### config.mk
export PLATFORM = sky130hd
export DESIGN_NAME = text_date_time_extractor_flat
export DESIGN_NICKNAME = d
export VERILOG_FILES = /design/src/tdte_pkg.sv /design/src/tdte_in_if.sv /design/src/tdte_out_if.sv /design/src/tdte_next.sv /design/src/text_date_time_extractor.sv /design/src/flat_wrapper.sv
export SDC_FILE = /design/constraint.sdc
export NUM_CORES = 1
export LEC_CHECK = 0
export ABC_AREA = 1
export BUFFER_PORTS_ARGS = -buffer_cell sky130_fd_sc_hd__buf_2
export CAP_MARGIN = 20
export CORE_MARGIN = 2
export CORE_UTILIZATION = 45
export CTS_BUF_LIST = sky130_fd_sc_hd__clkbuf_8
export CTS_CLUSTER_DIAMETER = 150
export DETAILED_ROUTE_END_ITERATION = 16
export SLEW_MARGIN = 20
export SYNTH_ARGS = -nofsm -noshare
export SYNTH_HDL_FRONTEND = slang
export SYNTH_SLANG_ARGS = --single-unit
### constraint.sdc
create_clock -name clk -period 4.7 [get_ports clk]
set_clock_uncertainty 0.1 [all_clocks]
set_input_delay 0.705 -clock clk [delete_from_list [all_inputs] [get_ports clk]]
set_output_delay 0.705 -clock clk [all_outputs]
set_load 0.05 [all_outputs]
### src/tdte_pkg.sv
// Package with the shared types, constants and character functions of the date/time extractor.
package tdte_pkg;

    localparam logic [7:0] YEAR_CENTURY = 8'h20;
    localparam logic [2:0] TIME_DIGITS = 3'd6;
    localparam logic [2:0] RUN_SATURATE = 3'd7;
    localparam logic [2:0] YEAR_DIGITS = 3'd4;
    localparam logic [2:0] DAY_DIGITS = 3'd2;
    localparam logic [1:0] MONTH_LETTERS_HELD = 2'd2;

    typedef enum logic [1:0] {
        DATE_SEARCH  = 2'd0,
        DATE_LETTERS = 2'd1,
        DATE_FOUND   = 2'd2,
        DATE_FAILED  = 2'd3
    } tdte_date_stage_t;

    typedef struct packed {
        logic [2:0]       run_length;
        logic [23:0]      run_digits;
        logic             time_found;
        logic [23:0]      time_value;
        logic             year_found;
        logic [7:0]       year_value;
        tdte_date_stage_t date_stage;
        logic [15:0]      letters_held;
        logic [1:0]       letter_count;
        logic [12:0]      date_value;
    } tdte_state_t;

    typedef struct packed {
        logic       ok;
        logic [7:0] hours;
        logic [7:0] minutes;
        logic [7:0] seconds;
        logic [7:0] day;
        logic [4:0] month;
        logic [7:0] year_low;
    } tdte_result_t;

    function automatic logic is_digit(input logic [7:0] c);
        return (c >= "0") && (c <= "9");
    endfunction

    function automatic logic is_letter(input logic [7:0] c);
        return ((c >= "A") && (c <= "Z")) || ((c >= "a") && (c <= "z"));
    endfunction

    // Returns the BCD month for an upper-case abbreviation, or zero when none matches.
    function automatic logic [4:0] month_bcd(input logic [23:0] name);
        logic [4:0] m;
        case (name)
            "JAN":   m = 5'h01;
            "FEB":   m = 5'h02;
            "MAR":   m = 5'h03;
            "APR":   m = 5'h04;
            "MAY":   m = 5'h05;
            "JUN":   m = 5'h06;
            "JUL":   m = 5'h07;
            "AUG":   m = 5'h08;
            "SEP":   m = 5'h09;
            "OCT":   m = 5'h10;
            "NOV":   m = 5'h11;
            "DEC":   m = 5'h12;
            default: m = 5'h00;
        endcase
        return m;
    endfunction

endpackage

### src/tdte_in_if.sv
// Channel interface that carries one character item of a text line.
interface tdte_in_if;
    logic       valid;
    logic       ready;
    logic [7:0] ch;
    logic       last;

    modport source (output valid, output ch, output last, input ready);
    modport sink (input valid, input ch, input last, output ready);
endinterface

### src/tdte_out_if.sv
// Channel interface that carries one extracted date/time result item.
interface tdte_out_if;
    logic       valid;
    logic       ready;
    logic       ok;
    logic [7:0] hours;
    logic [7:0] minutes;
    logic [7:0] seconds;
    logic [7:0] day;
    logic [4:0] month;
    logic [7:0] year_low;

    modport source (output valid, output ok, output hours, output minutes, output seconds,
                    output day, output month, output year_low, input ready);
    modport sink (input valid, input ok, input hours, input minutes, input seconds,
                  input day, input month, input year_low, output ready);
endinterface

### src/tdte_next.sv
// Next-state and result logic of the extractor for one accepted character.
module tdte_next (
    input  tdte_pkg::tdte_state_t  cur,
    input  logic [7:0]             ch,
    input  logic                   last,
    output tdte_pkg::tdte_state_t  nxt,
    output tdte_pkg::tdte_result_t result
);
    import tdte_pkg::*;

    tdte_state_t upd;
    logic        dig;
    logic        let_c;
    logic [4:0]  month_code;
    logic [2:0]  new_length;
    logic [23:0] new_digits;
    logic [2:0]  chk_length;
    logic [23:0] chk_digits;
    logic        chk_en;

    assign dig = is_digit(ch);
    assign let_c = is_letter(ch);
    assign month_code = month_bcd({cur.letters_held, ch});

    always_comb
    begin
        new_digits = (cur.run_length < TIME_DIGITS) ? {cur.run_digits[19:0], ch[3:0]}
                                                    : cur.run_digits;
        new_length = (cur.run_length < RUN_SATURATE) ? cur.run_length + 3'd1 : cur.run_length;
        chk_length = dig ? new_length : cur.run_length;
        chk_digits = dig ? new_digits : cur.run_digits;
        chk_en = !dig || last;

        upd = cur;

        // The date search runs on the run length that was in place before this character.
        case (cur.date_stage)
            DATE_LETTERS:
            begin
                if (let_c) begin
                    if (cur.letter_count >= MONTH_LETTERS_HELD) begin
                        if (month_code != 5'h00) begin
                            upd.date_value = {cur.date_value[12:5], month_code};
                            upd.date_stage = DATE_FOUND;
                        end else begin
                            upd.date_stage = DATE_FAILED;
                        end
                    end else begin
                        upd.letters_held = {cur.letters_held[7:0], ch};
                        upd.letter_count = cur.letter_count + 2'd1;
                    end
                end else begin
                    upd.date_stage = DATE_SEARCH;
                    upd.letter_count = 2'd0;
                    upd.letters_held = 16'h0000;
                end
            end
            DATE_SEARCH:
            begin
                if (let_c && (cur.run_length == DAY_DIGITS)) begin
                    upd.date_stage = DATE_LETTERS;
                    upd.letters_held = {8'h00, ch};
                    upd.letter_count = 2'd1;
                    upd.date_value = {cur.run_digits[7:0], 5'h00};
                end
            end
            default:
            begin
                upd.date_stage = cur.date_stage;
            end
        endcase

        if (dig) begin
            upd.run_digits = new_digits;
            upd.run_length = new_length;
            if (!cur.time_found && (new_length == TIME_DIGITS)) begin
                upd.time_found = 1'b1;
                upd.time_value = new_digits;
            end
        end else begin
            upd.run_length = 3'd0;
            upd.run_digits = 24'h000000;
        end

        // A closed run of exactly four digits starting with the century is the year.
        if (chk_en && !cur.year_found && (chk_length == YEAR_DIGITS)
            && (chk_digits[15:8] == YEAR_CENTURY)) begin
            upd.year_found = 1'b1;
            upd.year_value = chk_digits[7:0];
        end

        result.ok = upd.time_found && upd.year_found && (upd.date_stage == DATE_FOUND);
        result.hours = result.ok ? upd.time_value[23:16] : 8'h00;
        result.minutes = result.ok ? upd.time_value[15:8] : 8'h00;
        result.seconds = result.ok ? upd.time_value[7:0] : 8'h00;
        result.day = result.ok ? upd.date_value[12:5] : 8'h00;
        result.month = result.ok ? upd.date_value[4:0] : 5'h00;
        result.year_low = result.ok ? upd.year_value : 8'h00;

        nxt = last ? tdte_state_t'('0) : upd;
    end

endmodule

### src/text_date_time_extractor.sv
// Top level of the text line date/time extractor: scan state, result register and handshakes.
//
// The block takes one character item per clock cycle and answers once per line: the result
// item for a line appears in the cycle after the character marked last is accepted, carrying
// BCD time, day, month and year digits and an ok flag (all fields zero when ok is low). The
// per-character scan, including the twelve month-name compares, is a single combinational
// step in front of the state registers, so the sustained rate is one character per cycle.
// A single output register holds the result. While a result waits there, the input is held
// off; in the cycle the result is taken a new character is accepted as well, so characters
// keep flowing at full rate whenever the receiver is ready.
module text_date_time_extractor (
    input logic        clk,
    input logic        rst_n,
    tdte_in_if.sink    char_chan,
    tdte_out_if.source result_chan
);
    import tdte_pkg::*;

    tdte_state_t  state_reg;
    tdte_state_t  state_next;
    tdte_result_t result_reg;
    tdte_result_t result_next;
    logic         out_valid_reg;
    logic         accept;

    assign char_chan.ready = !out_valid_reg || result_chan.ready;
    assign accept = char_chan.valid && char_chan.ready;

    tdte_next u_next (
        .cur    (state_reg),
        .ch     (char_chan.ch),
        .last   (char_chan.last),
        .nxt    (state_next),
        .result (result_next)
    );

    always_ff @(posedge clk or negedge rst_n)
    begin
        if (!rst_n) begin
            state_reg <= '0;
            out_valid_reg <= 1'b0;
        end else begin
            if (accept) begin
                state_reg <= state_next;
            end
            if (accept && char_chan.last) begin
                out_valid_reg <= 1'b1;
            end else if (result_chan.ready) begin
                out_valid_reg <= 1'b0;
            end
        end
    end

    always_ff @(posedge clk)
    begin
        if (accept && char_chan.last) begin
            result_reg <= result_next;
        end
    end

    assign result_chan.valid = out_valid_reg;
    assign result_chan.ok = result_reg.ok;
    assign result_chan.hours = result_reg.hours;
    assign result_chan.minutes = result_reg.minutes;
    assign result_chan.seconds = result_reg.seconds;
    assign result_chan.day = result_reg.day;
    assign result_chan.month = result_reg.month;
    assign result_chan.year_low = result_reg.year_low;

`ifndef NO_ASSERTIONS
    a_line_end_gives_result: assert property (@(posedge clk) disable iff (!rst_n)
        (accept && char_chan.last) |=> result_chan.valid)
        else $error("No result after the last character of a line.");

    a_line_end_clears_scan: assert property (@(posedge clk) disable iff (!rst_n)
        (accept && char_chan.last) |=>
            (state_reg.run_length == 3'd0 && state_reg.date_stage == DATE_SEARCH
             && !state_reg.time_found && !state_reg.year_found))
        else $error("Scan state not cleared after a line.");

    a_no_spurious_result: assert property (@(posedge clk) disable iff (!rst_n)
        (accept && !char_chan.last && !result_chan.valid) |=> !result_chan.valid)
        else $error("Result raised without a line end.");

    a_ok_has_month: assert property (@(posedge clk) disable iff (!rst_n)
        (result_chan.valid && result_chan.ok) |-> (result_chan.month != 5'h00))
        else $error("Successful result without a month.");

    a_fail_is_zero: assert property (@(posedge clk) disable iff (!rst_n)
        (result_chan.valid && !result_chan.ok) |->
            (result_chan.hours == 8'h00 && result_chan.day == 8'h00
             && result_chan.month == 5'h00 && result_chan.year_low == 8'h00))
        else $error("Failed result carries nonzero fields.");
`endif

endmodule
### src/flat_wrapper.sv
// flat-port wrapper written by rule: the top's interface ports become plain ports
module text_date_time_extractor_flat import tdte_pkg::*;
  (clk, rst_n, char_chan_valid, char_chan_ch, char_chan_last, char_chan_ready, result_chan_valid, result_chan_ok, result_chan_hours, result_chan_minutes, result_chan_seconds, result_chan_day, result_chan_month, result_chan_year_low, result_chan_ready);
  tdte_in_if char_chan_i ();
  tdte_out_if result_chan_i ();
  input logic clk;
  input logic rst_n;
  input wire logic [$bits(char_chan_i.valid)-1:0] char_chan_valid;
  input wire logic [$bits(char_chan_i.ch)-1:0] char_chan_ch;
  input wire logic [$bits(char_chan_i.last)-1:0] char_chan_last;
  output wire logic [$bits(char_chan_i.ready)-1:0] char_chan_ready;
  output wire logic [$bits(result_chan_i.valid)-1:0] result_chan_valid;
  output wire logic [$bits(result_chan_i.ok)-1:0] result_chan_ok;
  output wire logic [$bits(result_chan_i.hours)-1:0] result_chan_hours;
  output wire logic [$bits(result_chan_i.minutes)-1:0] result_chan_minutes;
  output wire logic [$bits(result_chan_i.seconds)-1:0] result_chan_seconds;
  output wire logic [$bits(result_chan_i.day)-1:0] result_chan_day;
  output wire logic [$bits(result_chan_i.month)-1:0] result_chan_month;
  output wire logic [$bits(result_chan_i.year_low)-1:0] result_chan_year_low;
  input wire logic [$bits(result_chan_i.ready)-1:0] result_chan_ready;
  assign char_chan_i.valid = char_chan_valid;
  assign char_chan_i.ch = char_chan_ch;
  assign char_chan_i.last = char_chan_last;
  assign char_chan_ready = char_chan_i.ready;
  assign result_chan_valid = result_chan_i.valid;
  assign result_chan_ok = result_chan_i.ok;
  assign result_chan_hours = result_chan_i.hours;
  assign result_chan_minutes = result_chan_i.minutes;
  assign result_chan_seconds = result_chan_i.seconds;
  assign result_chan_day = result_chan_i.day;
  assign result_chan_month = result_chan_i.month;
  assign result_chan_year_low = result_chan_i.year_low;
  assign result_chan_i.ready = result_chan_ready;
  text_date_time_extractor u_core (.clk(clk), .rst_n(rst_n), .char_chan(char_chan_i), .result_chan(result_chan_i));
endmodule
-- Word-level counts from Yosys, hierarchy flattened
Cells that the tools add are included.
- memory bits (read-only): 0
- input port bits: 13
- latch bits: 0
- register bits after elaboration: 141
- memory bits (writable): 0
- output and inout port bits: 48
- logic and storage cells: 95
- memories: 0
- reduce and logical (&&, ||, !) cells: 24
- $mul: 0
- order comparisons: 9
- bitwise logic cells: 0
- shifts and indexed selects: 0
- multiplexer cells: 22
- eq/ne operators: 20
- divide/modulo/power cells: 0
- $add $sub $neg: 2
- operators with widths (kind ; number):
    $eq 24x23->1 const B ; 12
    $mux 94 ; 1
    $pmux 31 s2 ; 1
    $pmux 5 s12 ; 1
    $mux 25 ; 2
    $mux 33 ; 1
    $mux 27 ; 1
    $mux 24 ; 1
    $mux 20 ; 1
    $mux 18 ; 1
    $ge 8x7->1 const B ; 2
    $le 8x7->1 const B ; 2
    $mux 16 ; 1
    $mux 5 ; 3
    $logic_and 1x1->1 ; 12
    $mux 9 ; 1
    $eq 8x6->1 const B ; 1
    $ge 8x6->1 const B ; 1
    $le 8x6->1 const B ; 1
    $eq 3x3->1 const B ; 2
    $lt 3x3->1 const B ; 2
    $mux 3 ; 2
    $reduce_bool 5->1 ; 1
    $logic_not 1->1 ; 4
    16 further kinds ; 20

-- Longest topological paths before layout
Gate-level depths: netlist of run 1.
- word-level depth: 10
- gate-level depth with buffers: 18
- mapped depth without buffers: 17

-- Hierarchy
Synthesis of run 1 repeated with hierarchy kept, for this count alone.
- cell total of the unflattened synthesis: 1139
- area total of the unflattened synthesis: 8579.5 µm²
- modules (own cells, without submodules) (module ; cells an instance ; instances ; area each (µm²)):
    text_date_time_extractor ; 461 ; 1 ; 5152.4
    tdte_next ; 678 ; 1 ; 3427.0

-- Least setup slack after synthesis of run 1
No wires, ideal clock.
- path kind: input -> register
- start: in result_chan_ready
- end: reg u_core.state_reg[15] (netlist name)
- slack: 0.394 ns
- setup time: 0.128 ns
- arrival: 4.078 ns
- buffers on the path: 1
- cell stages on the path: 8
- cell sequence: inv_1 nand2_1 nand2_1 nor2_1 inv_1 nand2_1 buf_4 o22ai_1
- longest elaborated chain between the ends: 3
- RTL lines (what ; RTL line ; RTL):
    start: declaration ; flat_wrapper.sv:20 ; input wire logic [$bits(result_chan_i.ready)-1:0] result_chan_ready;
    $logic_or 1x1->1 ; text_date_time_extractor.sv:26 ; assign char_chan.ready = !out_valid_reg || result_chan.ready;
    net char_chan_ready ; flat_wrapper.sv:11 ; output wire logic [$bits(char_chan_i.ready)-1:0] char_chan_ready;
    $logic_and 1x1->1 ; text_date_time_extractor.sv:27 ; assign accept = char_chan.valid && char_chan.ready;
    $reduce_and 4->1 (no line) ; n/a ;
    end signal: assignment ; text_date_time_extractor.sv:44 ; state_reg <= state_next;
    end: declaration ; text_date_time_extractor.sv:19 ; tdte_state_t state_reg;
The timed path passes the listed nets, and every way through them passes these cells.
A chain may end at the register's enable or synchronous reset.

-- Worst setup path after layout of run 1
- start: reg u_core.state_reg[92] (netlist name)
- end: reg u_core.result_reg, in the netlist u_core.result_chan.year_low[3] (data pin)
- longest elaborated chain between the ends: 9
- elaborated cells between the ends (all ways): 23
- RTL lines (what ; RTL line ; RTL):
    $add 3x1->3 / $lt 3x3->1 (equally long branches) ; tdte_next.sv:29 ; new_length = (cur.run_length < RUN_SATURATE) ? cur.run_length + 3'd1 : cur.run_length;
    $mux 3 ; tdte_next.sv:29 ;
    $mux 3 ; tdte_next.sv:30 ; chk_length = dig ? new_length : cur.run_length;
    $eq 3x3->1 ; tdte_next.sv:86 ; if (chk_en && !cur.year_found && (chk_length == YEAR_DIGITS)
    $logic_and 1x1->1 ; tdte_next.sv:86 ;
    $logic_and 1x1->1 ; tdte_next.sv:87 ; && (chk_digits[15:8] == YEAR_CENTURY)) begin
    $mux 9 ; tdte_next.sv:86 ;
    $logic_and 1x1->1 (2 in series) ; tdte_next.sv:92 ; result.ok = upd.time_found && upd.year_found && (upd.date_stage == DATE_FOUND);
    end signal: assignment ; text_date_time_extractor.sv:57 ; result_reg <= result_next;
    end: declaration ; text_date_time_extractor.sv:21 ; tdte_result_t result_reg;
Several ways; a longest one is shown, not always the timed one. The select of a mux whose other input is x is not followed.

==> results.py, run 1 <==
metrics = {
    "drt": {
        "dr.pass1.iters": 5,
        "initialDrtViolationCount": 530,
        "dr_total_vias": 6095,
        "highest-signal-layer": "met4",
        "postRouteAntennaNets": 0,
        "route.met2.wl_mm": 7.641,
        "wl_per_cell_microns": 14.54,
        "via_per_inst": 5.067,
        "drc": 0,
        "dr_wl_met3_microns": 826,
        "drt-total-wl_mm": 17.50,
        "m1WireLength_mm": 8.812,
    },
    "clock_network": {
        "htreeDepth": 4,
        "hold_buffers": 0,
        "cts_buffer_depth": 2,
        "numCtsBuffers": 17,
        "tritoncts": "yes",
        "cts.repair.resized": 0,
        "cts.sinks": 141,
        "path_clk_slew_ns": 0.08,
        "post_cts_buffers": 0,
        "insertion_delay_ns": 0.45,
        "cts_root_buf": "clkbuf_8",
    },
    "power": {
        "irDropWorstVdd_uv": 177.5,
        "leakagePower_nw": 3.609,
        "power_density_mw_per_mm2": 283.1,
    },
    "sta": {
        "worst_pin_slew_ns": 0.8570,
        "finalSetupTns_ns": 0,
        "final_max_slew_viol_count": 0,
        "finalCritPeriodShare_pct": 72.04,
        "rsz0062_at_grt": "no",
        "period_needed_ns": 3.386,
        "setup-violations-final": 0,
        "slew_headroom_pct": 42.66,
        "max_freq_ghz": 0.2954,
        "setup_ws_ns": 1.314,
        "hold_viol_final": 0,
    },
    "cells_and_area": {
        "syn2layout_area_growth_pct": 10.45,
        "antenna_cells": 0,
        "nFillCells": 1577,
        "largest_reg_flops": 94,
        "nNetsFinal": 986,
        "finalInstanceArea_sq_mm": 0.008252,
        "final_cells": 1203,
        "drive_gt1_share_pct": 18.72,
    },
    "grt": {
        "grt_overflow": 0,
        "grt_max_degree": 64,
        "grt_pass1_vias": 5626,
        "antenna_found_initial": 0,
        "grt_pass1_wl_mm": 29.27,
        "grt_usage_pct": 20.90,
    },
    "flow_run": {
        "max-cap-violations": 0,
    },
    "placement": {
        "placed_cell_area_sq_mm": 0.007906,
        "numPortBuffers": 60,
        "pre_cts_slack_ns": 1.244,
        "place_hpwl_mm": 12.13,
        "gp_congestion": 0.9363,
        "dp.cells": 1171,
    },
    "setup_path": {
        "arrival_ns": 3.56,
        "timing.rr.start": "u_core.state_reg[92]",
        "r2r_slack_ns": 1.31,
        "worstPathMaxFanout": 50,
        "cp.required_ns": 4.87,
        "cp-end-kind": "register",
        "path_class": "reg -> reg",
        "start_kind": "register",
        "r2r_cells": 11,
        "r2r_end": "u_core.result_chan.year_low[3]",
    },
    "yosys": {
        "synthAdderAreaFrac_pct": 0.5024,
        "avgSynthCellArea_sq_um": 8.138,
        "muxShareOfSynthArea_pct": 0.4019,
        "synth_top_area_share_pct": 31.82,
        "yosysWarnings": 0,
        "syn-cell-area_sq_mm": 0.007471,
        "syn-num-nets": 934,
        "synth_cells": 918,
        "yosysTopAreaCell": "dfrtp_1",
        "yosys.area_share.simple_pct": 26.34,
        "synth_xor_area_share_pct": 0.1172,
        "synth_cell_types": 37,
        "synthTopCellsByArea": "dfrtp_1 (32%), edfxtp_1 (18%), nand2_1 (11%)",
        "synth_top_family_by_area": "simple AND/OR/NAND/NOR gates",
        "synth_compound_area_share_pct": 13.52,
        "synth_seq_cells": 141,
        "yosysSeqAreaShare_pct": 50.31,
    },
    "hold_path": {
        "hold_path_class": "in -> async",
    },
    "floorplan": {
        "initial_core_util_pct": 45.53,
        "die-area_sq_mm": 0.01765,
        "core_sq_mm": 0.01641,
        "die_w_microns": 132.9,
        "die_h_microns": 132.9,
        "ioPinCount": 61,
        "row_count": 47,
    },
    "outcome": {
        "outcome": "completed",
    },
}
[through the flow]
| stage | hold WS (ns) | utilization [%] | power [W] |
|---|---|---|---|
| 6_report | 0.2663 | 50.29 | 0.002336 |
| 5_1_grt | 0.3069 | 50.29 | 0.002429 |
| 4_1_cts | 0.2628 | 50.29 | 0.002369 |
| 3_5_place_dp | 0.3682 | 48.19 | 0.001487 |
| 3_3_place_gp | 0.3636 | 48.19 | 0.001489 |
| 2_1_floorplan | 0.3094 | - | 0.001425 |
[cells in the mapped netlist, drive strengths merged]
cell type,count
nand3,51
inv,115
ha,3
nand2,234
a211oi,1
o21ai,120
a32o,1
xor2,1
nor2,146
nand4,6
nor3,4
nor4,3
edfxtp,46
a31oi,1
a21oi,9
dfrtp,95
or2,1
and3,1
clkinv,1
buf,17
clkbuf,18
o211ai,2
o22ai,37
o21a,1
mux2i,3
o31ai,1
[worst max-delay path: stages (launching register included)]
cell and delay (ns):
dfrtp_1 0.44, nand2_2 0.65, nand2_1 0.16, o21ai_1 0.17
inv_1 0.10, o21ai_0 0.22, nand4_1 0.12, nor2_1 0.17
nor2_1 0.08, nor2_2 0.12, nand3_4 0.51, nor2_1 0.31
[layout make-up]
type / instances / area [sq um] / area share [%]
sequential: 141 / 3759 / 45.55
timing repair buffer: 68 / 375.4 / 4.549
tap: 220 / 275.3 / 3.336
clock inverter: 15 / 111.4 / 1.350
inverter: 116 / 435.4 / 5.277
multi-input combinational: 626 / 3062 / 37.10
clock buffer: 17 / 234.0 / 2.835
[routing by layer]
metal	global-route usage, %	vias to the layer above
li1	-	3093
met4	6.631	0
met1	31.66	2840
met2	30.17	146
met5	0	-
met3	4.061	16
[placed cells by master, fill, tap and decap left out, drive strengths merged, types with 4 or more instances in the layout]
cell	instances
edfxtp	46
nor2	146
buf	68
nand2	234
nand3	51
a21oi	9
inv	121
clkbuf	17
dfrtp	95
nand4	6
nor3	4
clkinv	6
o22ai	37
o21ai	120
[kinds of logic after synthesis]
| logic type | Yosys count |
|---|---|
| and+or+nand+nor | 446 |
| xor gates and xnor gates | 1 |
| buffers and inverters | 151 |
| adders and majority gates | 3 |
| AOI/OAI and AO/OA | 173 |
| DFF | 141 |
| muxes | 3 |
[where the power goes]
group	total, W	internal (W)	switching (W)
clock network	0.000876	0.000407	0.000468
registers	0.00129	0.00128	0.00000409
logic	0.000174	0.0000286	0.000146
total	0.00234	0.00172	0.000618
[worst max path at each step]
| stage | start | to | slack [ns] | cells after the start |
|---|---|---|---|---|
| 2_1_floorplan | result_chan_ready | u_core.state_reg[15] | 0.39 | 8 |
| 5_1_grt | u_core.state_reg[92] | u_core.result_chan.day[4] | 0.90 | 11 |
| 3_3_place_gp | u_core.state_reg[92] | u_core.result_chan.day[6] | 1.39 | 11 |
| 4_1_cts | u_core.state_reg[92] | u_core.result_chan.year_low[3] | 1.27 | 11 |
| 3_5_place_dp | char_chan_ch[0] | u_core.result_chan.month[4] | 1.24 | 10 |
| 6_report | u_core.state_reg[92] | u_core.result_chan.year_low[3] | 1.31 | 11 |
Power figures use the tool's default switching activity.
==> run 2: changes to the inputs <==
- ABC_AREA: 1 -> 0
- PLACE_DENSITY: default -> 0.65
- clock period: 4.7 -> 3 ns (I/O delays scaled with it)
==> run 2 against run 1 <==
Critical path depth shrank 4. Sequential share of layout area grew 0.67 points. Register-to-register slack lost 1.1 ns. Worst setup slack lost 1.1 ns. Clock power grew 52%. Non-clock buffer count grew 27. Sequential power grew 57%. Utilization grew 2.8 points. Via count shrank 7.5%. Combinational power grew 70%. Maximum frequency grew 20%. Sequential cell count is the same. Largest power group unchanged.
==> results.py, run 2 <==
metrics = {
    "setup_path": {
        "start_kind": "register",
        "endpoint": "u_core.state_reg[5]",
        "arrival_ns": 3.10,
        "path_class": "reg -> reg",
        "r2r_cells": 7,
        "timing.rr.start": "u_core.state_reg[91]",
        "worstPathMaxFanout": 12,
        "r2r_end": "u_core.state_reg[5]",
        "startpoint": "u_core.state_reg[91]",
        "cp-end-kind": "register",
        "cp.required_ns": 3.27,
        "r2r_slack_ns": 0.17,
    },
    "sta": {
        "setup-violations-final": 0,
        "hold_viol_final": 0,
        "max_freq_ghz": 0.3531,
        "final_max_slew_viol_count": 0,
        "period_needed_ns": 2.832,
        "rsz0062_at_grt": "no",
        "finalSetupTns_ns": 0,
        "finalCritPeriodShare_pct": 94.39,
        "slew_headroom_pct": 53.26,
        "worst_pin_slew_ns": 0.6920,
        "hold_slack_ns": 0.2105,
    },
    "power": {
        "p_int_w": 0.002668,
        "power.total_w": 0.003649,
        "seqPwrFrac_pct": 55.5,
        "leakagePower_nw": 3.321,
        "power_frac_clock_pct": 36.4,
        "p_sw_w": 0.0009817,
        "p_comb_share_pct": 8.1,
        "irDropWorstVdd_uv": 251.1,
        "power_density_mw_per_mm2": 448.8,
        "p_sw_share_pct": 26.90,
    },
    "placement": {
        "placed_cell_area_sq_mm": 0.007780,
        "gp_congestion": 0.9655,
        "place_hpwl_mm": 12.32,
        "numPortBuffers": 60,
    },
    "floorplan": {
        "die-area_sq_mm": 0.01686,
        "initial_core_util_pct": 46.53,
        "die_h_microns": 129.8,
        "core_sq_mm": 0.01531,
        "ioPinCount": 61,
        "row_count": 45,
        "die_w_microns": 129.8,
    },
    "grt": {
        "grt_max_degree": 43,
        "grt_pass1_wl_mm": 29.09,
        "antenna_found_initial": 0,
        "grt_overflow": 0,
        "grt_usage_pct": 22.20,
        "grt_pass1_vias": 5580,
    },
    "yosys": {
        "synth_edf_count": 46,
        "synth_top_family_by_area": "compound AO/OA/AOI/OAI gates",
        "yosysSeqAreaShare_pct": 52.75,
        "avgSynthCellArea_sq_um": 10.70,
        "syn-num-nets": 682,
        "synth_common_cells": "dfrtp_1 (95), nand2_1 (73), edfxtp_1 (46)",
        "synth_cells": 666,
        "async_reset_ff_share_pct": 67.38,
        "synthAdderAreaFrac_pct": 0.5268,
        "syn-cell-area_sq_mm": 0.007126,
        "synth_top_area_share_pct": 33.36,
        "synth_flop_cell": "dfrtp_1",
        "synthTopCellsByArea": "dfrtp_1 (33%), edfxtp_1 (19%), a22o_1 (4.4%)",
        "synth_compound_area_share_pct": 21.86,
        "synth_xor_area_share_pct": 0,
        "synth_most_common_cell": "dfrtp_1",
        "synth_cell_types": 71,
        "muxShareOfSynthArea_pct": 4.513,
        "yosys.area_share.simple_pct": 16.47,
        "yosysTopAreaCell": "dfrtp_1",
        "yosysWarnings": 0,
        "synth_seq_cells": 141,
    },
    "drt": {
        "postRouteAntennaNets": 0,
        "wl_per_cell_microns": 18.55,
        "dr.pass1.iters": 6,
        "drc": 0,
        "via_per_inst": 5.904,
        "drt-total-wl_mm": 17.72,
        "initialDrtViolationCount": 405,
        "dr_total_vias": 5638,
    },
    "clock_network": {
        "cts.sinks": 141,
        "insertion_delay_ns": 0.45,
        "tritoncts": "yes",
        "path_clk_slew_ns": 0.08,
        "post_cts_buffers": 0,
        "cts_buffer_depth": 2,
        "cts.repair.resized": 0,
        "htreeDepth": 4,
        "cts_root_buf": "clkbuf_8",
        "numCtsBuffers": 17,
    },
    "cells_and_area": {
        "syn2layout_area_growth_pct": 14.12,
        "nNetsFinal": 747,
        "drive_gt1_share_pct": 22.04,
        "finalInstanceArea_sq_mm": 0.008132,
        "mostFrequentLayoutCells": "dfrtp_1 (95), nand2_1 (73), buf_2 (59)",
        "fin_util_pct": 53.10,
        "layout_commonest_cell": "dfrtp_1",
        "largest_reg_flops": 94,
        "seqCellArea_sq_mm": 0.003759,
        "antenna_cells": 0,
        "nFillCells": 1389,
        "multi_input_area_sq_mm": 0.003097,
    },
    "outcome": {
        "outcome": "completed",
    },
    "flow_run": {
        "max-cap-violations": 0,
    },
    "hold_path": {
        "hold_path_class": "in -> reg",
    },
}
## run 2: cell types whose count changed in the layout (fill, tap and decap cells not counted), moves of 36 or more
cell	change
nand2_1	-152
inv_1	-98
nor2_1	-54
nor2_2	-40
nand3_1	-39
a22o_1	+36
## run 2: layer usage
| metal | share of wire (%) | global-route usage, % |
|---|---|---|
| met1 | 44 | 29.11 |
| met2 | 50 | 36.56 |
| met3 | 4.4 | 4.346 |
| met4 | 1.9 | 8.729 |
| met5 | 0 | 0 |
## run 2: metrics by stage
stage,instances,worst slack [ns]
5_1_grt,955,0.03672
2_1_floorplan,666,0.09909
3_3_place_gp,922,0.2362
3_5_place_dp,922,0.1904
6_report,955,0.1683
4_1_cts,955,0.1958
## run 2: kinds of logic after synthesis
family                     count (synthesis)
and+or+nand+nor                          219
AOI/OAI and AO/OA                        209
DFF                                      141
buffers and inverters                     62
muxes                                     32
adders and majority gates                  3
## run 2: cell type report
| class | count | share of cell area, % |
|---|---|---|
| Inverter | 13 | 0.6463 |
| Clock buffer | 18 | 3.047 |
| Sequential cell | 141 | 46.22 |
| Clock inverter | 14 | 1.154 |
| Timing Repair Buffer | 95 | 7.601 |
| Tap cell | 211 | 3.247 |
| Multi-Input combinational cell | 463 | 38.08 |
## run 2: how the worst min path moves through the flow
stage | from | end | slack, ns | cells past startpoint
2_1_floorplan | rst_n | u_core.result_chan.valid | 0.05 | 0
3_3_place_gp | rst_n | u_core.state_reg[14] | 0.32 | 1
3_5_place_dp | rst_n | u_core.state_reg[14] | 0.32 | 1
4_1_cts | char_chan_ch[5] | u_core.state_reg[20] | 0.18 | 3
5_1_grt | char_chan_ch[5] | u_core.state_reg[20] | 0.21 | 3
6_report | char_chan_ch[5] | u_core.state_reg[20] | 0.21 | 3
## run 2: repair_timing
action	4_1_cts	5_1_grt
hold buffers	1	0
endpoints found under the setup margin	0	0
hold endpoints to repair	27	0
## run 2: power groups by stage
| stage | Combinational [W] | Sequential, W | Clock (W) |
|---|---|---|---|
| floorplan | 0.0000989 | 0.00215 | 0 |
| global placement | 0.000294 | 0.00206 | 0 |
| detailed placement | 0.000297 | 0.00207 | 0 |
| CTS | 0.000298 | 0.00203 | 0.00136 |
| global route | 0.000319 | 0.00203 | 0.00144 |
| finish | 0.000295 | 0.00203 | 0.00133 |
## run 2: worst max-delay path, cell delays in order, from the launching register on
cell and delay [ns]:
dfrtp_1 0.42, inv_1 0.12, ha_1 0.18, or3b_2 0.46, or4_1 0.67, nor2_1 0.48
a21boi_0 0.16, o21ai_0 0.15
==> run 3: changes to the inputs <==
- CORE_UTILIZATION: 45 -> 55
- PLACE_DENSITY: 0.65 -> 0.77
==> run 3 against run 2 <==
Cell count fell by 4.8%. Register-to-register slack hardly changed. Highest routed layer unchanged. Largest cell class unchanged. Power increased by 6.8%. Sequential cell count unchanged.
==> results.py, run 3 (synthesized netlist as in run 2, its figures left out) <==
metrics = {
    "outcome": {
        "outcome": "completed",
    },
    "setup_path": {
        "start_kind": "register",
        "cp_cell_sequence": "ha_1 > nand4bb_1 > a2111oi_2 > or2_2 > o2111a_1 > a21bo_1 > buf_12 > a311oi_1",
        "worstPathMaxFanout": 38,
        "arrival_ns": 3.00,
        "critPathSlowestCell": "dfrtp_2",
        "cp.required_ns": 3.17,
        "path_class": "reg -> reg",
        "max_stage_delay_ns": 0.48,
        "cp-end-kind": "register",
    },
    "flow_run": {
        "max-cap-violations": 0,
    },
    "power": {
        "power_frac_clock_pct": 40.5,
        "seqPwrFrac_pct": 52.0,
        "p_sw_share_pct": 24.78,
        "power_density_mw_per_mm2": 481.9,
        "leakagePower_nw": 3.329,
        "irDropWorstVdd_uv": 276.8,
        "p_sw_w": 0.0009657,
        "p_int_w": 0.002931,
        "p_comb_share_pct": 7.5,
    },
    "drt": {
        "wl_per_cell_microns": 19.72,
        "via_per_inst": 6.342,
        "dr_total_vias": 5765,
        "dr.pass1.iters": 5,
        "postRouteAntennaNets": 0,
        "initialDrtViolationCount": 506,
        "drt-total-wl_mm": 17.92,
        "drc": 0,
    },
    "cells_and_area": {
        "largest_reg_flops": 94,
        "layout_commonest_cell": "dfrtp_1",
        "syn2layout_area_growth_pct": 13.49,
        "mostFrequentLayoutCells": "dfrtp_1 (94), nand2_1 (73), buf_2 (59)",
        "fin_util_pct": 64.08,
        "nNetsFinal": 740,
        "drive_gt1_share_pct": 21.03,
        "seqCellArea_sq_mm": 0.003760,
        "nFillCells": 1035,
        "multi_input_area_sq_mm": 0.003097,
        "antenna_cells": 0,
    },
    "floorplan": {
        "die_h_microns": 117.8,
        "die-area_sq_mm": 0.01388,
        "ioPinCount": 61,
        "row_count": 41,
        "initial_core_util_pct": 56.46,
        "die_w_microns": 117.8,
        "core_sq_mm": 0.01262,
    },
    "sta": {
        "worst_pin_slew_ns": 0.9532,
        "final_max_slew_viol_count": 0,
        "slew_headroom_pct": 35.86,
        "hold_viol_final": 0,
        "rsz0062_at_grt": "no",
        "finalSetupTns_ns": 0,
        "finalCritPeriodShare_pct": 94.15,
        "max_freq_ghz": 0.3540,
        "setup-violations-final": 0,
        "period_needed_ns": 2.825,
        "hold_slack_ns": 0.1849,
    },
    "grt": {
        "grt_pass1_wl_mm": 29.75,
        "grt_usage_pct": 26.96,
        "grt_overflow": 0,
        "grt_max_degree": 51,
        "antenna_found_initial": 0,
        "grt_pass1_vias": 5752,
    },
    "placement": {
        "place_hpwl_mm": 12.23,
        "numPortBuffers": 60,
        "gp_congestion": 0.9044,
    },
    "clock_network": {
        "cts.sinks": 141,
        "cts_root_buf": "clkbuf_8",
        "htreeDepth": 4,
        "path_clk_slew_ns": 0.08,
        "insertion_delay_ns": 0.46,
        "tritoncts": "yes",
        "cts_buffer_depth": 2,
        "numCtsBuffers": 17,
        "post_cts_buffers": 0,
    },
    "hold_path": {
        "hold_path_class": "in -> reg",
    },
}
[run 3: cell count changes in the layout (fill, tap and decap cells not counted), moves of 2 or more]
| cell | delta |
|---|---|
| buf_4 | -6 |
| clkinvlp_4 | -4 |
| bufinv_16 | +3 |
| clkinv_2 | -3 |
| clkinv_4 | +2 |
| inv_1 | +2 |
[run 3: timing repair]
action | in CTS | in global routing
hold buffers | 1 | 0
setup endpoints to repair | 0 | 3
gates resized for setup | 0 | 1
hold endpoints to repair | 45 | 0
[run 3: path summary, 6_finish.rpt]
| path | slack, ns | endpoint | start | cells after the start |
|---|---|---|---|---|
| max in group asynchronous | 1.65 | u_core.state_reg[44] | rst_n | 3 |
| worst min-delay path | 0.18 | u_core.state_reg[20] | char_chan_ch[5] | 3 |
| worst max-delay path | 0.18 | u_core.result_chan.month[3] | u_core.state_reg[91] | 8 |
| worst min register to register | 0.39 | u_core.state_reg[48] | u_core.state_reg[48] | 2 |
| worst max register to register | 0.18 | u_core.result_chan.month[3] | u_core.state_reg[91] | 8 |
| min in group asynchronous | 0.45 | u_core.state_reg[22] | rst_n | 2 |
[run 3: critical path: cells and delay by family (launching register included)]
kind | cells | cell delay, ns
flops | 1 | 0.48
compound gates | 4 | 1.12
buf+inv | 1 | 0.19
simple gates | 2 | 0.45
fa+ha+maj | 1 | 0.30
[run 3: per-stage QoR]
stage	area [sq um]	instances	power, W	setup slack [ns]
detailed placement	7666	876	0.002358	0.1028
global placement	7666	876	0.002351	0.2002
finish	8087	909	0.003897	0.1755
floorplan	7129	666	0.002246	0.09909
CTS	8085	909	0.003912	0.1459
global route	8087	909	0.004024	0.03096
[run 3: final cells by class]
class,instances,area share [%]
Sequential cell,141,46.50
Multi-Input combinational cell,463,38.29
Timing Repair Buffer,88,6.839
Clock buffer,19,3.234
Tap cell,172,2.661
Clock inverter,13,1.826
Inverter,13,0.6499
[run 3: power by group through the flow]
stage	combinational (W)	sequential [W]	clock [W]
finish	0.000293	0.00203	0.00158
global route	0.000316	0.00203	0.00168
CTS	0.000294	0.00203	0.00159
detailed placement	0.000293	0.00207	0
global placement	0.000287	0.00206	0
floorplan	0.0000989	0.00215	0
[run 3: routing by layer]
layer | part of all wire (%) | vias up | GRT usage, %
met5 | 0 | - | 0
met4 | 3.0 | 0 | 11.67
met3 | 5.0 | 48 | 4.990
met2 | 50 | 215 | 44.11
met1 | 42 | 2881 | 35.28
li1 | - | 2621 | -
